`config.mk`:
```
export PLATFORM = sky130hd
export DESIGN_NAME = keypad_code_lock_controller
export DESIGN_NICKNAME = d
export VERILOG_FILES = /design/src/rtl/kcl_pkg.sv /design/src/rtl/kcl_regs.sv /design/src/rtl/kcl_core.sv /design/src/rtl/keypad_code_lock_controller.sv
export SDC_FILE = /design/constraint.sdc
export NUM_CORES = 1
export LEC_CHECK = 0
export BUFFER_PORTS_ARGS = -buffer_cell sky130_fd_sc_hd__buf_2
export CORE_ASPECT_RATIO = 1.4
export CORE_MARGIN = 2
export CORE_UTILIZATION = 45
export CTS_CLUSTER_DIAMETER = 50
export DETAILED_ROUTE_END_ITERATION = 10
export PLACE_DENSITY = 0.74
export SETUP_SLACK_MARGIN = 0.02
export SLEW_MARGIN = 20
export SYNTH_ARGS = -nofsm -noshare
export SYNTH_HDL_FRONTEND = slang
export SYNTH_SLANG_ARGS = --single-unit
```
`constraint.sdc`:
```
create_clock -name clk -period 3.25 [get_ports clk]
set_input_delay 0 -clock clk [delete_from_list [all_inputs] [get_ports clk]]
set_output_delay 0 -clock clk [all_outputs]
set_load 0.02 [all_outputs]
```
`src/rtl/kcl_pkg.sv`:
```
// ----------------------------------------------------------------------------
// kcl_pkg
// Shared types, codes and reset values for the keypad code lock controller.
// ----------------------------------------------------------------------------
package kcl_pkg;

  localparam int MAX_CODE_KEYS_DEF = 8;
  localparam int ADDR_W            = 5;
  localparam int DATA_W            = 32;

  localparam logic [31:0] CODE_KEYS_RST   = 32'h0000_A321;
  localparam logic [3:0]  CODE_LENGTH_RST = 4'd4;
  localparam logic [11:0] BRIGHT_RST      = 12'd300;
  localparam logic [11:0] DARK_RST        = 12'd290;
  localparam logic [3:0]  ALERT_LIMIT_RST = 4'd3;

  typedef enum logic [2:0] {
    REG_CODE_KEYS   = 3'd0,
    REG_CODE_LENGTH = 3'd1,
    REG_BRIGHT      = 3'd2,
    REG_DARK        = 3'd3,
    REG_ALERT_LIMIT = 3'd4
  } reg_idx_t;

  typedef enum logic [1:0] {
    PH_ENTRY  = 2'd0,
    PH_BRIGHT = 2'd1,
    PH_DARK   = 2'd2
  } phase_t;

  typedef enum logic [2:0] {
    EV_NONE   = 3'd0,
    EV_ECHO   = 3'd1,
    EV_OPEN   = 3'd2,
    EV_WRONG  = 3'd3,
    EV_ALERT  = 3'd4,
    EV_BRIGHT = 3'd5,
    EV_LOCKED = 3'd6
  } event_t;

  typedef struct packed {
    logic [31:0] code_keys;
    logic [3:0]  code_length;
    logic [11:0] bright_threshold;
    logic [11:0] dark_threshold;
    logic [3:0]  alert_limit;
  } cfg_t;

  typedef struct packed {
    logic [2:0] event_res;
    logic       door_open;
    logic [1:0] phase;
    logic [3:0] wrong_count;
  } result_t;

endpackage

```
`src/rtl/kcl_regs.sv`:
```
// ----------------------------------------------------------------------------
// kcl_regs
// APB-style configuration registers of the code lock.
// ----------------------------------------------------------------------------
module kcl_regs (
  input  logic                       clk,
  input  logic                       rst,
  input  logic                       psel,
  input  logic                       penable,
  input  logic                       pwrite,
  input  logic [kcl_pkg::ADDR_W-1:0] paddr,
  input  logic [kcl_pkg::DATA_W-1:0] pwdata,
  output logic [kcl_pkg::DATA_W-1:0] prdata,
  output logic                       pready,
  output kcl_pkg::cfg_t              cfg
);

  logic       wr_en;
  logic [2:0] idx;

  assign pready = 1'b1;
  assign wr_en  = psel & penable & pwrite;
  assign idx    = paddr[4:2];

  always_ff @(posedge clk) begin
    if (rst) begin
      cfg.code_keys        <= kcl_pkg::CODE_KEYS_RST;
      cfg.code_length      <= kcl_pkg::CODE_LENGTH_RST;
      cfg.bright_threshold <= kcl_pkg::BRIGHT_RST;
      cfg.dark_threshold   <= kcl_pkg::DARK_RST;
      cfg.alert_limit      <= kcl_pkg::ALERT_LIMIT_RST;
    end else if (wr_en) begin
      case (idx)
        kcl_pkg::REG_CODE_KEYS:   cfg.code_keys        <= pwdata;
        kcl_pkg::REG_CODE_LENGTH: cfg.code_length      <= pwdata[3:0];
        kcl_pkg::REG_BRIGHT:      cfg.bright_threshold <= pwdata[11:0];
        kcl_pkg::REG_DARK:        cfg.dark_threshold   <= pwdata[11:0];
        kcl_pkg::REG_ALERT_LIMIT: cfg.alert_limit      <= pwdata[3:0];
        default: ;
      endcase
    end
  end

  always_comb begin
    case (idx)
      kcl_pkg::REG_CODE_KEYS:   prdata = cfg.code_keys;
      kcl_pkg::REG_CODE_LENGTH: prdata = {28'd0, cfg.code_length};
      kcl_pkg::REG_BRIGHT:      prdata = {20'd0, cfg.bright_threshold};
      kcl_pkg::REG_DARK:        prdata = {20'd0, cfg.dark_threshold};
      kcl_pkg::REG_ALERT_LIMIT: prdata = {28'd0, cfg.alert_limit};
      default:                  prdata = '0;
    endcase
  end

endmodule

```
`src/rtl/kcl_core.sv`:
```
// ----------------------------------------------------------------------------
// kcl_core
// Lock state and combinational step logic with a registered result.
// ----------------------------------------------------------------------------
module kcl_core #(
  parameter int MAX_CODE_KEYS = kcl_pkg::MAX_CODE_KEYS_DEF
) (
  input  logic             clk,
  input  logic             rst,
  input  logic             step,
  input  logic             req_type,
  input  logic [3:0]       key_code,
  input  logic [11:0]      light_sample,
  input  kcl_pkg::cfg_t    cfg,
  output kcl_pkg::result_t res
);

  localparam int          CW      = (MAX_CODE_KEYS > 1) ? $clog2(MAX_CODE_KEYS) : 1;
  localparam logic [3:0]  MAX_LEN = 4'(MAX_CODE_KEYS);

  kcl_pkg::phase_t lock_phase, lock_phase_next;
  logic [CW-1:0]   keys_entered, keys_entered_next;
  logic            all_matched, all_matched_next;
  logic [3:0]      fail_tally, fail_tally_next;
  kcl_pkg::event_t ev;

  logic [3:0]  pos;
  logic [3:0]  expected;
  logic [CW:0] cnt_inc;
  logic [3:0]  eff_len;
  logic        judged;
  logic        matched;
  logic [3:0]  wrong_inc;
  logic        is_dark;
  logic        is_bright;

  assign pos      = 4'(keys_entered);
  assign expected = pos[3] ? 4'd0 : cfg.code_keys[{pos[2:0], 2'b00} +: 4];
  assign matched  = all_matched & (key_code == expected);
  assign cnt_inc  = {1'b0, keys_entered} + (CW+1)'(1);

  always_comb begin
    if (cfg.code_length == 4'd0) begin
      eff_len = 4'd1;
    end else if (cfg.code_length > MAX_LEN) begin
      eff_len = MAX_LEN;
    end else begin
      eff_len = cfg.code_length;
    end
  end

  assign judged    = 5'(cnt_inc) >= {1'b0, eff_len};
  assign wrong_inc = (fail_tally < cfg.alert_limit) ? fail_tally + 4'd1
                                                    : fail_tally;
  assign is_dark   = light_sample <= cfg.dark_threshold;
  assign is_bright = light_sample >= cfg.bright_threshold;

  always_comb begin
    lock_phase_next   = lock_phase;
    keys_entered_next = keys_entered;
    all_matched_next  = all_matched;
    fail_tally_next   = fail_tally;
    ev                = kcl_pkg::EV_NONE;
    case (lock_phase)
      kcl_pkg::PH_BRIGHT: begin
        if (req_type && is_bright) begin
          if (is_dark) begin
            lock_phase_next = kcl_pkg::PH_ENTRY;
            ev              = kcl_pkg::EV_LOCKED;
          end else begin
            lock_phase_next = kcl_pkg::PH_DARK;
            ev              = kcl_pkg::EV_BRIGHT;
          end
        end
      end
      kcl_pkg::PH_DARK: begin
        if (req_type && is_dark) begin
          lock_phase_next = kcl_pkg::PH_ENTRY;
          ev              = kcl_pkg::EV_LOCKED;
        end
      end
      default: begin
        lock_phase_next = kcl_pkg::PH_ENTRY;
        if (!req_type) begin
          if (!judged) begin
            keys_entered_next = cnt_inc[CW-1:0];
            all_matched_next  = matched;
            ev                = kcl_pkg::EV_ECHO;
          end else begin
            keys_entered_next = '0;
            all_matched_next  = 1'b1;
            if (matched) begin
              fail_tally_next = 4'd0;
              lock_phase_next = kcl_pkg::PH_BRIGHT;
              ev              = kcl_pkg::EV_OPEN;
            end else begin
              fail_tally_next = wrong_inc;
              ev = (wrong_inc >= cfg.alert_limit) ? kcl_pkg::EV_ALERT : kcl_pkg::EV_WRONG;
            end
          end
        end
      end
    endcase
  end

  always_ff @(posedge clk) begin
    if (rst) begin
      lock_phase   <= kcl_pkg::PH_ENTRY;
      keys_entered <= '0;
      all_matched  <= 1'b1;
      fail_tally   <= 4'd0;
    end else if (step) begin
      lock_phase   <= lock_phase_next;
      keys_entered <= keys_entered_next;
      all_matched  <= all_matched_next;
      fail_tally   <= fail_tally_next;
    end
  end

  always_ff @(posedge clk) begin
    if (step) begin
      res.event_res   <= ev;
      res.door_open   <= lock_phase_next != kcl_pkg::PH_ENTRY;
      res.phase       <= lock_phase_next;
      res.wrong_count <= fail_tally_next;
    end
  end

endmodule

```
`src/rtl/keypad_code_lock_controller.sv`:
```
// ----------------------------------------------------------------------------
// keypad_code_lock_controller
// Code lock: key entry against a configured code, then light-driven relock.
// An accepted item's result enters the output register at the next clock edge.
// Throughput: one item per cycle; the single output register is refilled in the
// cycle it is taken, so input stalls only while a held result is stalled.
// Reset (synchronous, active high) clears the lock state, empties the output
// register and loads the configuration registers with their default values.
// ----------------------------------------------------------------------------
module keypad_code_lock_controller #(
  parameter int MAX_CODE_KEYS = kcl_pkg::MAX_CODE_KEYS_DEF
) (
  input  logic                       clk,
  input  logic                       rst,
  input  logic                       in_valid,
  output logic                       in_stall,
  input  logic                       req_type,
  input  logic [3:0]                 key_code,
  input  logic [11:0]                light_sample,
  output logic                       out_valid,
  input  logic                       out_stall,
  output logic [2:0]                 event_res,
  output logic                       door_open,
  output logic [1:0]                 phase,
  output logic [3:0]                 wrong_count,
  input  logic                       psel,
  input  logic                       penable,
  input  logic                       pwrite,
  input  logic [kcl_pkg::ADDR_W-1:0] paddr,
  input  logic [kcl_pkg::DATA_W-1:0] pwdata,
  output logic [kcl_pkg::DATA_W-1:0] prdata,
  output logic                       pready
);

  kcl_pkg::cfg_t    cfg;
  kcl_pkg::result_t res;
  logic             accept;
  logic             out_valid_next;

  kcl_regs u_regs (
    .clk     (clk),
    .rst     (rst),
    .psel    (psel),
    .penable (penable),
    .pwrite  (pwrite),
    .paddr   (paddr),
    .pwdata  (pwdata),
    .prdata  (prdata),
    .pready  (pready),
    .cfg     (cfg)
  );

  kcl_core #(
    .MAX_CODE_KEYS (MAX_CODE_KEYS)
  ) u_core (
    .clk          (clk),
    .rst          (rst),
    .step         (accept),
    .req_type     (req_type),
    .key_code     (key_code),
    .light_sample (light_sample),
    .cfg          (cfg),
    .res          (res)
  );

  assign in_stall = out_valid & out_stall;
  assign accept   = in_valid & ~in_stall;

  always_comb begin
    if (accept) begin
      out_valid_next = 1'b1;
    end else begin
      out_valid_next = out_valid & out_stall;
    end
  end

  always_ff @(posedge clk) begin
    if (rst) begin
      out_valid <= 1'b0;
    end else begin
      out_valid <= out_valid_next;
    end
  end

  assign event_res   = res.event_res;
  assign door_open   = res.door_open;
  assign phase       = res.phase;
  assign wrong_count = res.wrong_count;

endmodule

```
==> results.md <==
| Metric | Reported | Unit |
|---|---|---|
| Pin count of the biggest net entering global routing | 58 | - |
| Count of mapped cells out of synthesis | 604 | - |
| Clock buffers created by TritonCTS | 9 | - |
| Total power after layout | 2.39 | mW |
| Starting density of the core | 0.459 | - |
| Total Nets Final | 820 | - |
| Global-route wire length before repair | 22,900 | microns |
| Max-Cap Viols | 0 | - |
| Total instance count after detailed placement | 817 | - |
| DRT Wirelength | 13,900 | microns |
| Leakage dissipation | 2.72 | nW |
| Hold WC Path Type | primary input to flip-flop | - |
| Pre-CTS worst setup slack | 0.287 | ns |
| Share of the synthesized area in the top cell type | 0.304 | - |
| Distinct cell type count after synthesis | 49 | - |
| Yosys Warn Count | 0 | - |
| CP arrival | 3.21 | ns |
| Final routed wire length divided by cell count | 16.1 | microns |
| Global router's overall resource usage | 0.244 | - |
| Share of the yosys chip area belonging to registers | 0.365 | - |
| Half-perimeter wire length of the detailed placement result | 10,100 | microns |
| I/O pin total | 106 | - |
| Port Buf Inserts | 102 | - |
| Register bit count reported by yosys | 85 | - |
| Post-synth top area cell | dfxtp_1 | - |
| Setup slack of the most critical reg-to-reg path | 0.22 | ns |
| Nature of the critical path startpoint | flip-flop | - |
| Die Outline Area | 11,800 | sq um |
| Area Overhead vs Synth | 24.2 | % |
| Diode count | 0 | - |
| Most repeated cell in the gate-level netlist after synthesis | nand2_1 | - |
| RSZ-0062 raised after global routing | no | - |
| Critical Path Start | u_regs.cfg[1] | - |
| H-tree level count | 3 | - |
| Highest Clock Rate | 330 | MHz |
| Hold depth | 3 | - |
| Worst-case reg-to-reg path depth | 12 | - |
| CP Max Fanout | 6 | - |
| Final critical delay including setup and external delays | 3.03 | ns |
| Prevailing post-synth register cell | dfxtp_1 | - |
| Pwr dens | 389 | nW/um^2 |
| Routability cong. | 0.874 | - |
| Initial antenna violation count | 0 | - |
| Worst clock skew | 0.00597 | ns |
| Number of global-route vias before repair | 4,686 | - |
| Ratio of cells with drive above 1 in the final layout | 0.196 | - |
| Share of the cycle needed by the critical path after routing | 0.934 | - |
| Fill count | 948 | - |
| Overall via count from detail_route | 4,723 | - |
| Commonest cells in the netlist | nand2_1 (134), dfxtp_1 (75), a21oi_1 (64) | - |
| Count of clock tree sinks | 85 | - |
| R2r endpoint | u_core.res[7] | - |
| Rows | 45 | - |
| Sum Neg Setup Slack | 0 | ns |
| Clock buffer depth | 2 | - |
| Critical path type | flip-flop to flip-flop | - |
| Number of synthesized flops with an enable pin | 10 | - |
| Final-report max-slew violation count | 0 | - |
| Core outline area | 10,800 | sq um |
| Destination of the worst hold path | out_valid | - |
| Die Ht | 128 | microns |
| Crit. End Element | flip-flop | - |
| Remaining design rule violation count | 0 | - |
| Most area-consuming cells after synthesis | dfxtp_1 (30%), nand2_1 (10%), ha_1 (9.9%) | - |
| Global-route congestion overflow total | 0 | - |
| Final design instance area without fill | 6130 | sq um |
| Number of nets produced by synthesis | 704 | - |
| Area after DPL | 5510 | sq um |
| Async set or reset register ratio after synthesis | 0 | - |
| Required arrival time at the worst endpoint | 3.43 | ns |
| Final Non-Filler Cells | 866 | - |
| Clock latency on the worst-skew pair | 0.34 | ns |
| Die X | 92.5 | microns |
| Clock transition at path regs | 0.06 | ns |
| Run status | finished clean | - |
| DRT antenna net count | 0 | - |
| Hold Vio Cnt, Final | 0 | - |
| Post-synthesis area per instance | 8.17 | sq um |
| Detailed-router iteration count before antenna repair | 5 | - |
| Worst slew margin relative to its limit | 0.295 | - |
| Mapped cell area | 4940 | sq um |
| Startpoint of the worst-slack reg-to-reg timing path | u_regs.cfg[1] | - |
| Root cell of the clock tree | clkbuf_16 | - |
| Worst min-delay path startpoint | out_stall | - |
| Resized Gates After CTS | 0 | - |
| Ratio of routed vias to standard cells | 5.45 | - |
| Violation count after the first detailed-routing iteration | 307 | - |
| Worst slew pin tran | 1.06 | ns |
| Final Setup Violations | 0 | - |
| Clock tree from TritonCTS | built | - |
| Worst VDD drop | 325 | uV |
| Final WS setup | 0.216 | ns |
-- final cells by class --
type | count | area (sq um) | share of cell area
tap | 141 | 176 | 0.0288
sequential | 85 | 1800 | 0.294
multi-input combinational | 449 | 2840 | 0.464
clock inverter | 4 | 46.3 | 0.00755
clock buffer | 12 | 246 | 0.0402
timing repair buffer | 141 | 886 | 0.145
inverter | 34 | 128 | 0.0208
-- per-layer routing --
| metal | global-route usage | up-vias | wire [microns] | share of wire |
|---|---|---|---|---|
| li1 | - | 2307 | - | - |
| met1 | 0.275 | 2190 | 5440 | 0.39 |
| met2 | 0.444 | 191 | 7200 | 0.52 |
| met3 | 0.0341 | 35 | 781 | 0.056 |
| met4 | 0.122 | 0 | 522 | 0.037 |
| met5 | 0 | - | 0 | 0 |
-- registers in the layout, summed over array words and instances, names as in the netlist --
name	flops
u_regs.cfg	64
u_core.res	10
u_core.fail_tally	4
u_core.keys_entered	3
u_core.lock_phase	2
out_valid	1
u_core.all_matched	1
-- kinds of logic (layout without fill, tap and decap cells) --
kind of cell,Yosys count,count (layout),share of synthesized area
DFF,85,85,0.365
AOI/OAI and AO/OA,132,132,0.162
other,1,1,0.000760
buffers and inverters,70,191,0.0588
muxes,32,32,0.0877
and+or+nand+nor,237,237,0.212
adders and majority gates,39,39,0.0989
xor gates and xnor gates,8,8,0.0142
-- cell usage in the layout, fill, tap and decap left out, types with 8 or more instances in the layout --
master and n:
a21o_1 9, buf_2 102, inv_1 34, mux2i_1 20, ha_1 39, and2_1 24
edfxtp_1 10, o21ai_0 17, o211ai_1 10, nor2_1 34, nand3_1 12, a21oi_1 64
dfxtp_1 75, dlygate4sd3_1 33, nand2_1 134, a22oi_1 8, clkbuf_16 9
-- how the worst max path moves through the flow --
stage                               end  depth (start not counted)
final                     u_core.res[7]                         12
after global routing      u_core.res[7]                         12
after CTS                 u_core.res[7]                         12
after detailed placement  u_core.res[7]                         12
after global placement    u_core.res[7]                         12
after floorplan           u_core.res[7]                         12
-- worst max-delay path: stages (launching register included) --
cell,delay (ns)
dfxtp_1,0.35
inv_1,0.07
ha_1,0.30
a21o_1,0.16
a21o_1,0.21
a21oi_2,0.28
mux2_2,0.40
ha_1,0.29
a21o_1,0.16
a21o_1,0.17
a21oi_1,0.23
nand2_1,0.08
o221ai_1,0.16
-- power by group --
| group | leakage, nW | total, mW | internal, mW | switching [mW] |
|---|---|---|---|---|
| Clock | 0.147 | 1.03 | 0.615 | 0.411 |
| Combinational | 1.86 | 0.271 | 0.117 | 0.154 |
| Sequential | 0.706 | 1.09 | 1.08 | 0.0124 |
-- repair_timing --
| item | in CTS | in global routing |
|---|---|---|
| hold buffers | 33 | 0 |
| buffers inserted | 0 | 0 |
| endpoints found under the hold margin | 56 | 0 |
-- metrics by stage --
stage                     hold slack, ns  utilization
after floorplan                    0.124            -
after global routing              0.0447        0.570
after detailed placement           0.223        0.512
final                             0.0154        0.570
after CTS                        0.00758        0.570
after global placement             0.217        0.512
No activity file was read; power rests on OpenSTA's default activity.
